[src/hw/rtl/sntt_pkg.sv]
// Shared types and constants for the sorted top-N name table.
// Holds the operation, status and state codes, the table entry layout and the
// command and status bundles between controller and datapath. No dependencies.
package sntt_pkg;

  localparam int NAME_W    = 64;
  localparam int SCORE_W   = 31;
  localparam int INDEX_W   = 3;
  localparam int ROW_W     = 3;
  localparam int COUNT_W   = 4;
  localparam int S_TDATA_W = 104;
  localparam int M_TDATA_W = 168;

  // printable range and the case-folding letters
  localparam logic [7:0] CH_SPACE   = 8'd32;
  localparam logic [7:0] CH_TILDE   = 8'd126;
  localparam logic [7:0] CH_QUERY   = 8'h3F;
  localparam logic [7:0] CH_LOWER_A = 8'h61;
  localparam logic [7:0] CH_LOWER_Z = 8'h7A;
  localparam logic [7:0] CH_UPPER_A = 8'h41;

  typedef enum logic [1:0] {
    OP_INSERT = 2'd0,
    OP_BEST   = 2'd1,
    OP_READ   = 2'd2
  } op_t;

  typedef enum logic [1:0] {
    ST_OK      = 2'd0,
    ST_REJECT  = 2'd1,
    ST_NO_NAME = 2'd2,
    ST_RANGE   = 2'd3
  } status_t;

  typedef enum logic [2:0] {
    RES_HOLD,
    RES_REJECT,
    RES_MISS,
    RES_RANGE,
    RES_PLACED,
    RES_ENTRY
  } res_sel_t;

  typedef enum logic [2:0] {
    S_IDLE,
    S_DISPATCH,
    S_INS_FULL,
    S_INS_WALK,
    S_INS_PLACE,
    S_LOOK,
    S_READ,
    S_FINISH
  } state_t;

  typedef struct packed {
    logic [NAME_W-1:0]  name;
    logic [SCORE_W-1:0] score;
  } entry_t;

  typedef struct packed {
    logic     load_in;
    logic     idx_last;
    logic     idx_zero;
    logic     idx_entry;
    logic     idx_dec;
    logic     idx_inc;
    logic     rd_at;
    logic     rd_below;
    logic     wr_shift;
    logic     wr_new;
    res_sel_t res;
    logic     load_out;
  } cmd_t;

  typedef struct packed {
    op_t  op;
    logic pre_ok;
    logic full;
    logic empty;
    logic rd_lower;
    logic idx_zero;
    logic idx_one;
    logic idx_last;
    logic match;
    logic index_ok;
    logic out_free;
  } sts_t;

endpackage

[src/hw/rtl/sorted_top_n_name_table_unit.sv]
// Top level of the sorted top-N name table: stream ports, field packing and
// the controller and datapath instances. Depends on sntt_pkg, sntt_ctrl, sntt_dp.
//
//   group  direction  tdata fields (low bit up)                    tuser
//   s_*    in         name_bytes, score_in, entry_index, zero pad  op
//   m_*    out        row, score_out, name_out, entry_count,       status
//                     last_name, zero pad
//
// One operation at a time; s_tready is high only when idle. A placed insert
// walks up from the bottom, moving each lower-scoring row down, then writes the
// entry; a full table checks the bottom row first, and a rejected insert writes
// nothing. Lookup compares rows from the top down; row read fetches one row. The
// entry RAM's single read port sets the per-row step. Reset clears the count,
// last name, output valid and state; rows are written before they are read. A
// stalled beat holds the block in S_FINISH, and s_tready low, until it is loaded.
module sorted_top_n_name_table_unit #(
  parameter int TABLE_ENTRIES = 8,
  parameter int NAME_CHARS    = 8
) (
  input  logic                              clk,
  input  logic                              rst,
  input  logic                              s_tvalid,
  output logic                              s_tready,
  // name_bytes[63:0], score_in[94:64], entry_index[97:95], zero pad
  input  logic [sntt_pkg::S_TDATA_W-1:0]    s_tdata,
  // op[1:0]
  input  logic [1:0]                        s_tuser,
  output logic                              m_tvalid,
  input  logic                              m_tready,
  // row[2:0], score_out[33:3], name_out[97:34], entry_count[101:98],
  // last_name[165:102], zero pad
  output logic [sntt_pkg::M_TDATA_W-1:0]    m_tdata,
  // status[1:0]
  output logic [1:0]                        m_tuser
);

  sntt_pkg::cmd_t                      cmd;
  sntt_pkg::sts_t                      sts;
  sntt_pkg::status_t                   out_status;
  logic [sntt_pkg::ROW_W-1:0]          out_row;
  logic [sntt_pkg::SCORE_W-1:0]        out_score;
  logic [sntt_pkg::NAME_W-1:0]         out_name;
  logic [sntt_pkg::COUNT_W-1:0]        out_count;
  logic [sntt_pkg::NAME_W-1:0]         out_last;

  sntt_ctrl u_ctrl (
    .clk     (clk),
    .rst     (rst),
    .s_tvalid(s_tvalid),
    .s_tready(s_tready),
    .sts     (sts),
    .cmd     (cmd)
  );

  sntt_dp #(
    .TABLE_ENTRIES(TABLE_ENTRIES),
    .NAME_CHARS   (NAME_CHARS)
  ) u_dp (
    .clk       (clk),
    .rst       (rst),
    .cmd       (cmd),
    .sts       (sts),
    .in_op     (s_tuser),
    .in_name   (s_tdata[63:0]),
    .in_score  (s_tdata[94:64]),
    .in_index  (s_tdata[97:95]),
    .m_tready  (m_tready),
    .m_tvalid  (m_tvalid),
    .out_status(out_status),
    .out_row   (out_row),
    .out_score (out_score),
    .out_name  (out_name),
    .out_count (out_count),
    .out_last  (out_last)
  );

  assign m_tdata = {2'b00, out_last, out_count, out_name, out_score, out_row};
  assign m_tuser = out_status;

endmodule

[src/hw/rtl/sntt_ram.sv]
// Generic single-write, single-read RAM with registered read data.
// No dependencies.
module sntt_ram #(
  parameter int WIDTH = 8,
  parameter int DEPTH = 8
) (
  input  logic                                   clk,
  input  logic                                   we,
  input  logic [(DEPTH > 1 ? $clog2(DEPTH) : 1)-1:0] waddr,
  input  logic [WIDTH-1:0]                       wdata,
  input  logic                                   re,
  input  logic [(DEPTH > 1 ? $clog2(DEPTH) : 1)-1:0] raddr,
  output logic [WIDTH-1:0]                       rdata
);

  logic [WIDTH-1:0] mem [DEPTH];

  always_ff @(posedge clk) begin
    if (we) begin
      mem[waddr] <= wdata;
    end
    if (re) begin
      rdata <= mem[raddr];
    end
  end

endmodule

[src/hw/rtl/sntt_ctrl.sv]
// Controller for the sorted top-N name table: sequences insert, lookup and
// row read over the datapath. Depends on sntt_pkg.
module sntt_ctrl (
  input  logic           clk,
  input  logic           rst,
  input  logic           s_tvalid,
  output logic           s_tready,
  input  sntt_pkg::sts_t sts,
  output sntt_pkg::cmd_t cmd
);

  sntt_pkg::state_t state, state_next;

  always_ff @(posedge clk) begin
    if (rst) begin
      state <= sntt_pkg::S_IDLE;
    end else begin
      state <= state_next;
    end
  end

  always_comb begin
    state_next = state;
    cmd        = '0;
    cmd.res    = sntt_pkg::RES_HOLD;
    s_tready   = 1'b0;
    unique case (state)
      sntt_pkg::S_IDLE: begin
        s_tready = 1'b1;
        if (s_tvalid) begin
          cmd.load_in = 1'b1;
          state_next  = sntt_pkg::S_DISPATCH;
        end
      end
      sntt_pkg::S_DISPATCH: begin
        unique case (sts.op)
          sntt_pkg::OP_INSERT: begin
            if (!sts.pre_ok) begin
              cmd.res    = sntt_pkg::RES_REJECT;
              state_next = sntt_pkg::S_FINISH;
            end else if (sts.full) begin
              // check the bottom row before anything moves
              cmd.idx_last = 1'b1;
              cmd.rd_at    = 1'b1;
              state_next   = sntt_pkg::S_INS_FULL;
            end else if (sts.empty) begin
              cmd.idx_last = 1'b1;
              state_next   = sntt_pkg::S_INS_PLACE;
            end else begin
              cmd.idx_last = 1'b1;
              cmd.rd_below = 1'b1;
              state_next   = sntt_pkg::S_INS_WALK;
            end
          end
          sntt_pkg::OP_BEST: begin
            if (sts.empty) begin
              cmd.res    = sntt_pkg::RES_MISS;
              state_next = sntt_pkg::S_FINISH;
            end else begin
              cmd.idx_zero = 1'b1;
              cmd.rd_at    = 1'b1;
              state_next   = sntt_pkg::S_LOOK;
            end
          end
          sntt_pkg::OP_READ: begin
            if (sts.index_ok) begin
              cmd.idx_entry = 1'b1;
              cmd.rd_at     = 1'b1;
              state_next    = sntt_pkg::S_READ;
            end else begin
              cmd.res    = sntt_pkg::RES_RANGE;
              state_next = sntt_pkg::S_FINISH;
            end
          end
          default: begin
            cmd.res    = sntt_pkg::RES_RANGE;
            state_next = sntt_pkg::S_FINISH;
          end
        endcase
      end
      sntt_pkg::S_INS_FULL: begin
        if (!sts.rd_lower) begin
          cmd.res    = sntt_pkg::RES_REJECT;
          state_next = sntt_pkg::S_FINISH;
        end else if (sts.idx_zero) begin
          state_next = sntt_pkg::S_INS_PLACE;
        end else begin
          cmd.rd_below = 1'b1;
          state_next   = sntt_pkg::S_INS_WALK;
        end
      end
      sntt_pkg::S_INS_WALK: begin
        // move the lower-scoring row down one and fetch the row above it
        if (sts.rd_lower) begin
          cmd.wr_shift = 1'b1;
          cmd.idx_dec  = 1'b1;
          if (sts.idx_one) begin
            state_next = sntt_pkg::S_INS_PLACE;
          end else begin
            cmd.rd_below = 1'b1;
          end
        end else begin
          state_next = sntt_pkg::S_INS_PLACE;
        end
      end
      sntt_pkg::S_INS_PLACE: begin
        cmd.wr_new = 1'b1;
        cmd.res    = sntt_pkg::RES_PLACED;
        state_next = sntt_pkg::S_FINISH;
      end
      sntt_pkg::S_LOOK: begin
        if (sts.match) begin
          cmd.res    = sntt_pkg::RES_ENTRY;
          state_next = sntt_pkg::S_FINISH;
        end else if (sts.idx_last) begin
          cmd.res    = sntt_pkg::RES_MISS;
          state_next = sntt_pkg::S_FINISH;
        end else begin
          cmd.idx_inc = 1'b1;
          cmd.rd_at   = 1'b1;
        end
      end
      sntt_pkg::S_READ: begin
        cmd.res    = sntt_pkg::RES_ENTRY;
        state_next = sntt_pkg::S_FINISH;
      end
      sntt_pkg::S_FINISH: begin
        // hold until the output register is free
        if (sts.out_free) begin
          cmd.load_out = 1'b1;
          state_next   = sntt_pkg::S_IDLE;
        end
      end
      default: begin
        state_next = sntt_pkg::S_IDLE;
      end
    endcase
  end

endmodule

[src/hw/rtl/sntt_dp.sv]
// Datapath for the sorted top-N name table: input capture, name sanitising and
// matching, row pointer, entry RAM, result and output registers.
// Depends on sntt_pkg and sntt_ram.
module sntt_dp #(
  parameter int TABLE_ENTRIES = 8,
  parameter int NAME_CHARS    = 8
) (
  input  logic                            clk,
  input  logic                            rst,
  input  sntt_pkg::cmd_t                  cmd,
  output sntt_pkg::sts_t                  sts,
  input  logic [1:0]                      in_op,
  input  logic [sntt_pkg::NAME_W-1:0]     in_name,
  input  logic [sntt_pkg::SCORE_W-1:0]    in_score,
  input  logic [sntt_pkg::INDEX_W-1:0]    in_index,
  input  logic                            m_tready,
  output logic                            m_tvalid,
  output sntt_pkg::status_t               out_status,
  output logic [sntt_pkg::ROW_W-1:0]      out_row,
  output logic [sntt_pkg::SCORE_W-1:0]    out_score,
  output logic [sntt_pkg::NAME_W-1:0]     out_name,
  output logic [sntt_pkg::COUNT_W-1:0]    out_count,
  output logic [sntt_pkg::NAME_W-1:0]     out_last
);

  localparam int AW   = (TABLE_ENTRIES > 1) ? $clog2(TABLE_ENTRIES) : 1;
  localparam int CW   = $clog2(TABLE_ENTRIES + 1);
  localparam int CMPW = (CW > sntt_pkg::INDEX_W) ? CW : sntt_pkg::INDEX_W;

  function automatic logic [7:0] upcase(input logic [7:0] c);
    logic [7:0] r;
    r = c;
    if (c >= sntt_pkg::CH_LOWER_A && c <= sntt_pkg::CH_LOWER_Z) begin
      r = c - sntt_pkg::CH_LOWER_A + sntt_pkg::CH_UPPER_A;
    end
    return r;
  endfunction

  function automatic logic [sntt_pkg::NAME_W-1:0] sanitise(
    input logic [sntt_pkg::NAME_W-1:0] raw
  );
    logic [sntt_pkg::NAME_W-1:0] res;
    logic                        alive;
    logic [7:0]                  c;
    res   = '0;
    alive = 1'b1;
    for (int n = 0; n < 8; n++) begin
      c = raw[8*n +: 8];
      if (n < NAME_CHARS && alive) begin
        if (c == 8'd0) begin
          alive = 1'b0;
        end else begin
          if (c < sntt_pkg::CH_SPACE || c > sntt_pkg::CH_TILDE) begin
            c = sntt_pkg::CH_QUERY;
          end
          res[8*n +: 8] = c;
        end
      end
    end
    return res;
  endfunction

  // compare up to and including the stored terminator, one byte past the name
  function automatic logic name_match(
    input logic [sntt_pkg::NAME_W-1:0] stored,
    input logic [sntt_pkg::NAME_W-1:0] probe
  );
    logic       live;
    logic       m;
    logic [7:0] a;
    logic [7:0] b;
    live = 1'b1;
    m    = 1'b1;
    for (int k = 0; k <= 8; k++) begin
      a = (k < 8) ? stored[8*(k%8) +: 8] : 8'd0;
      b = (k < 8) ? probe[8*(k%8) +: 8] : 8'd0;
      if (k <= NAME_CHARS && live) begin
        if (upcase(a) != upcase(b)) begin
          m    = 1'b0;
          live = 1'b0;
        end else if (a == 8'd0) begin
          live = 1'b0;
        end
      end
    end
    return m;
  endfunction

  sntt_pkg::op_t                 op;
  logic [sntt_pkg::NAME_W-1:0]   probe;
  logic [sntt_pkg::NAME_W-1:0]   clean;
  logic [sntt_pkg::SCORE_W-1:0]  score;
  logic [sntt_pkg::INDEX_W-1:0]  index;
  logic [AW-1:0]                 idx, idx_next;
  logic [CW-1:0]                 count;
  logic [sntt_pkg::NAME_W-1:0]   recent;
  logic                          full;

  sntt_pkg::status_t             res_status;
  logic [sntt_pkg::ROW_W-1:0]    res_row;
  logic [sntt_pkg::SCORE_W-1:0]  res_score;
  logic [sntt_pkg::NAME_W-1:0]   res_name;

  sntt_pkg::entry_t              rd_data, wr_data;
  logic [AW-1:0]                 rd_addr;
  logic                          rd_en, wr_en;

  assign full = (count == CW'(TABLE_ENTRIES));

  always_ff @(posedge clk) begin
    if (cmd.load_in) begin
      op    <= sntt_pkg::op_t'(in_op);
      probe <= in_name;
      clean <= sanitise(in_name);
      score <= in_score;
      index <= in_index;
    end
  end

  always_comb begin
    idx_next = idx;
    if (cmd.idx_last) begin
      idx_next = full ? AW'(TABLE_ENTRIES - 1) : AW'(count);
    end else if (cmd.idx_zero) begin
      idx_next = '0;
    end else if (cmd.idx_entry) begin
      idx_next = AW'(index);
    end else if (cmd.idx_dec) begin
      idx_next = idx - AW'(1);
    end else if (cmd.idx_inc) begin
      idx_next = idx + AW'(1);
    end
  end

  always_ff @(posedge clk) begin
    idx <= idx_next;
  end

  assign rd_en   = cmd.rd_at | cmd.rd_below;
  assign rd_addr = cmd.rd_below ? idx_next - AW'(1) : idx_next;
  assign wr_en   = cmd.wr_shift | cmd.wr_new;
  always_comb begin
    wr_data = rd_data;
    if (cmd.wr_new) begin
      wr_data.name  = clean;
      wr_data.score = score;
    end
  end

  sntt_ram #(
    .WIDTH($bits(sntt_pkg::entry_t)),
    .DEPTH(TABLE_ENTRIES)
  ) u_entries (
    .clk  (clk),
    .we   (wr_en),
    .waddr(idx),
    .wdata(wr_data),
    .re   (rd_en),
    .raddr(rd_addr),
    .rdata(rd_data)
  );

  always_ff @(posedge clk) begin
    if (rst) begin
      count  <= '0;
      recent <= '0;
    end else if (cmd.wr_new) begin
      if (!full) begin
        count <= count + CW'(1);
      end
      recent <= clean;
    end
  end

  always_ff @(posedge clk) begin
    case (cmd.res) inside
      sntt_pkg::RES_REJECT, sntt_pkg::RES_MISS, sntt_pkg::RES_RANGE: begin
        res_status <= (cmd.res == sntt_pkg::RES_REJECT) ? sntt_pkg::ST_REJECT :
                      (cmd.res == sntt_pkg::RES_MISS)   ? sntt_pkg::ST_NO_NAME :
                                                          sntt_pkg::ST_RANGE;
        res_row    <= '0;
        res_score  <= '0;
        res_name   <= '0;
      end
      sntt_pkg::RES_PLACED: begin
        res_status <= sntt_pkg::ST_OK;
        res_row    <= sntt_pkg::ROW_W'(idx);
        res_score  <= score;
        res_name   <= clean;
      end
      sntt_pkg::RES_ENTRY: begin
        res_status <= sntt_pkg::ST_OK;
        res_row    <= sntt_pkg::ROW_W'(idx);
        res_score  <= rd_data.score;
        res_name   <= rd_data.name;
      end
      default: begin
      end
    endcase
  end

  always_ff @(posedge clk) begin
    if (rst) begin
      m_tvalid <= 1'b0;
    end else if (cmd.load_out) begin
      m_tvalid <= 1'b1;
    end else if (m_tready) begin
      m_tvalid <= 1'b0;
    end
  end

  always_ff @(posedge clk) begin
    if (cmd.load_out) begin
      out_status <= res_status;
      out_row    <= res_row;
      out_score  <= res_score;
      out_name   <= res_name;
      out_count  <= sntt_pkg::COUNT_W'(count);
      out_last   <= recent;
    end
  end

  always_comb begin
    sts          = '0;
    sts.op       = op;
    sts.pre_ok   = (score != '0) && (clean != '0);
    sts.full     = full;
    sts.empty    = (count == '0);
    sts.rd_lower = (rd_data.score < score);
    sts.idx_zero = (idx == '0);
    sts.idx_one  = (idx == AW'(1));
    sts.idx_last = ((CW'(idx) + CW'(1)) == count);
    sts.match    = name_match(rd_data.name, probe);
    sts.index_ok = (CMPW'(index) < CMPW'(count));
    sts.out_free = !m_tvalid || m_tready;
  end

endmodule
[config.mk]
export PLATFORM = sky130hd
export DESIGN_NAME = sorted_top_n_name_table_unit
export DESIGN_NICKNAME = d
export VERILOG_FILES = /design/src/hw/rtl/sntt_pkg.sv /design/src/hw/rtl/sorted_top_n_name_table_unit.sv /design/src/hw/rtl/sntt_ram.sv /design/src/hw/rtl/sntt_ctrl.sv /design/src/hw/rtl/sntt_dp.sv
export SDC_FILE = /design/constraint.sdc
export NUM_CORES = 2
export LEC_CHECK = 0
export BUFFER_PORTS_ARGS = -buffer_cell sky130_fd_sc_hd__buf_2
export CORE_MARGIN = 1.5
export CORE_UTILIZATION = 50
export DETAILED_ROUTE_END_ITERATION = 8
export PLACE_DENSITY_LB_ADDON = 0.15
export SLEW_MARGIN = 20
export SYNTH_ARGS = -nofsm -noshare
export SYNTH_HDL_FRONTEND = slang
export SYNTH_HIERARCHICAL = 1
export SYNTH_SLANG_ARGS = --single-unit
export TNS_END_PERCENT = 1
[constraint.sdc]
create_clock -name clk -period 12.8 [get_ports clk]
set_input_delay 1.28 -clock clk [delete_from_list [all_inputs] [get_ports clk]]
set_output_delay 1.28 -clock clk [all_outputs]
set_load 0.02 [all_outputs]
==> results.md <==
- Tot GR Track Use: 0.229
- Critical path's slowest cell: buf_12
- Crit. End Element: register
- Num ports: 282
- Worst r2r dst: u_dp/u_entries/rdata[33]$_DFFE_PP_
- Status: finished clean
- First drt pass iteration count: 6
- Min-delay worst type: reg2reg
- Synth Instances: 3194
- Crit start category: register
- Hold Crit Depth: 0
- Global route total overflow: 0
- Area after DPL: 56900 sq um
- Starting Density: 0.504
- Rows: 120
- Post-synth EDFFs: 1189
- Switching Fraction: 0.254
- Final core occ: 0.575
- Most numerous cell on the critical path: nor2_1
- Antenna violations before repair: 13
- Clock net sink count: 1362
- Drt wl/cell: 24.6 microns
- Share of cells above drive strength 1: 0.240
- Setup Buffers After CTS: 0
- Max FO, Critical Path: 152
- Slew Limit Headroom: 0.267
- CP Class: reg2reg
- Hold Vio Cnt, Final: 0
- Min Hold Slack: 0.420 ns
- Total wire length: 124000 microns
- Crit path required time: 13.28 ns
- Worst-Margin Slew: 1.10 ns
- R2r startpoint: u_dp/u_entries/rdata[59]$_DFFE_PP_
- Warnings from Yosys: 6
- Residual DRC count: 0
- Final setup violation count: 0
- Worst hold start: u_dp/recent[3]$_SDFFE_PP0P_
- Netlist Area Pre-Place: 53900 sq um
- Clock power frac: 0.347
- Placeable Area: 107000 sq um
- Clk_skew: 0.0326 ns
- H-tree depth: 4
- Synth top area share: 0.663
- PortBufs: 273
- Layout overhead on the synthesized area: 14.1%
- Commonest non-fill, non-tap cell in the layout: edfxtp_1
- Vias in the first global route: 29700
- Final net count: 3696
- Reg2Reg Depth: 23
- Vias per cell: 5.76
- Placed wire-length estimate: 73300 microns
- Worst Path Arrival: 8.32 ns
- Max_cap viols: 0
- Netlist cell types: 80
- Die Y-Extent: 331 microns
- Internal power: 8.59 mW
- Clock-pin slew on the worst setup and hold paths: 0.06 ns
- Hold path endpoint: u_dp/out_last[3]$_DFFE_PP_
- Total power: 11.5 mW
- CTS tree: done
- Post-synthesis sequential area ratio: 0.727
- Sequential power share: 0.471
- Hold_buf cts: 0
- Cell leakage power: 20.4 nW
- RSZ-0062 raised after global routing: no
- Psw: 2.92 mW
- Family with the most delay on the worst path: simple AND/OR/NAND/NOR gates
- Fmax: 0.128 GHz
- #FFs+latches synth: 1362
- Root buffer cell: clkbuf_16
- Final slew viol count: 0
- Peak supply drop: 173 uV
- Fin Setup TNS: 0 ns
- Commonest cells after routing, fill and taps aside: 1189 x edfxtp_1, 272 x buf_2, 224 x nand2_1
- Post-CTS Resized: 0
- Largest net degree at the start of global routing: 163
- CTS max path bufs: 3
- Clock Latency Late Sink: 0.75 ns
- CTS buffer count: 139
- FF-to-FF setup slack: 4.96 ns
- RD Place Congestion: 0.816
- Synth area leaders: edfxtp_1 66%, mux4_2 7.9%, dfxtp_1 6.4%
- CP max stage delay: 0.73 ns
- DRT iter0 DRCs: 2450
- Die Wd: 331 microns
- Die Area: 110000 sq um
- DR vias: 29100
- Final instance area: 61500 sq um
- Global-route wire length before repair: 185000 microns
- Routed Antenna Nets: 0
- PD cells: 187 nW/um^2
- Post-Syn Area per Cell: 16.9 sq um
- Final Cycle Share: 0.612
- Buffer and inverter count on the worst path: 3
- Area leader, netlist: edfxtp_1
- Worst-path cell chain: or4_1 > o32ai_1 > nor2_1 > a31o_1 > xor2_1 > nor4_4 > or4b_1 > a31oi_1 > nor3_1 > nor2b_1 > nor2_1 > a221oi_1 > nor2_1 > a21oi_1 > o31ai_1 > inv_1 > ha_1 > nand2_1 > xnor2_2 > buf_4 > buf_12 > mux4_2 > mux2_2
- Combinational cell fraction of total power: 0.181
- Final Critical Period: 7.84 ns
- Most used DFF post-synth: edfxtp_1
- Ys async rst share: 0
## flip-flops by register name, summed over array words and instances, names as in the netlist
| signal | cells |
|---|---|
| u_dp/score | 31 |
| u_dp/out_count | 4 |
| u_dp/out_last | 64 |
| u_dp/probe | 64 |
| u_dp/out_name | 64 |
| u_dp/idx | 3 |
| u_dp/res_name | 64 |
| u_dp/out_score | 31 |
| u_dp/u_entries/rdata | 95 |
| u_dp/m_tvalid | 1 |
| u_ctrl/state | 3 |
| u_dp/res_score | 31 |
| u_dp/clean | 64 |
| u_dp/u_entries/mem | 760 |
| u_dp/res_status | 2 |
| u_dp/index | 3 |
| u_dp/count | 4 |
| u_dp/out_row | 3 |
| u_dp/res_row | 3 |
| u_dp/out_status | 2 |
| u_dp/op | 2 |
| u_dp/recent | 64 |
## metrics by stage
step	cells	setup WS, ns
6_report	5048	4.96
5_1_grt	5045	4.57
4_1_cts	5042	4.86
3_5_place_dp	4787	4.93
3_3_place_gp	4787	4.98
2_1_floorplan	3202	-0.396
## kinds of logic (layout without fill, tap and decap cells)
group | count (synthesis) | in the layout | synth area share
buffers and inverters | 271 | 708 | 0.0212
multiplexers | 414 | 414 | 0.124
adder cells (fa/ha/maj) | 61 | 61 | 0.0142
AO/OA/AOI/OAI | 438 | 438 | 0.0490
AND/OR/NAND/NOR | 572 | 572 | 0.0520
XOR/XNOR | 74 | 74 | 0.0122
flip-flops | 1362 | 1362 | 0.727
other | 2 | 16 | 0.000139
## synth_stat cells (all sizes together) (12+ instances only)
cell	count
or4	12
o21ai	187
buf	46
clkbuf	83
nand3	22
o21a	24
a21o	19
inv	142
mux4	190
nor4	45
o31ai	19
nor2b	13
edfxtp	1189
a21oi	112
xnor2	37
nor3	35
nand4	25
xor2	37
mux2	126
dfxtp	173
mux2i	98
nand2b	85
nor2	87
ha	61
nand2	224
## metal layers
metal,GRT usage,share of wire,up-vias
li1,-,-,13100
met1,0.317,0.43,15000
met2,0.378,0.49,849
met3,0.0374,0.059,176
met4,0.0602,0.018,8
met5,0,0.00038,-
## how the worst max path moves through the flow
stage,startpoint,cells after the start,to
6_report,u_dp/u_entries/rdata[59]$_DFFE_PP_,23,u_dp/u_entries/rdata[33]$_DFFE_PP_
5_1_grt,u_dp/u_entries/rdata[67]$_DFFE_PP_,23,u_dp/u_entries/rdata[73]$_DFFE_PP_
4_1_cts,u_dp/u_entries/rdata[67]$_DFFE_PP_,21,u_dp/u_entries/rdata[49]$_DFFE_PP_
3_5_place_dp,u_dp/u_entries/rdata[67]$_DFFE_PP_,21,u_dp/u_entries/rdata[67]$_DFFE_PP_
3_3_place_gp,u_dp/u_entries/rdata[67]$_DFFE_PP_,21,u_dp/u_entries/rdata[74]$_DFFE_PP_
2_1_floorplan,s_tvalid,2,u_dp/clean[0]$_SDFFCE_PP0P_
## power groups by stage
stage / combinational [mW] / sequential (mW) / clock [mW]
after floorplan: 1.67 / 5.46 / 0
after global placement: 2.06 / 5.51 / 0
after detailed placement: 2.11 / 5.52 / 0
after CTS: 2.12 / 5.43 / 4.08
after global routing: 2.29 / 5.45 / 4.24
final: 2.09 / 5.43 / 4.00
## layout make-up
cell class / count / area, sq um
Fill cell: 8160 / 45400
Antenna cell: 6 / 15.0
Timing Repair Buffer: 311 / 1720
Inverter: 142 / 533
Sequential cell: 1362 / 39200
Clock inverter: 56 / 502
Clock buffer: 199 / 4030
Tap cell: 1403 / 1760
Multi-Input combinational cell: 1569 / 13700
Power figures use the tool's default switching activity.
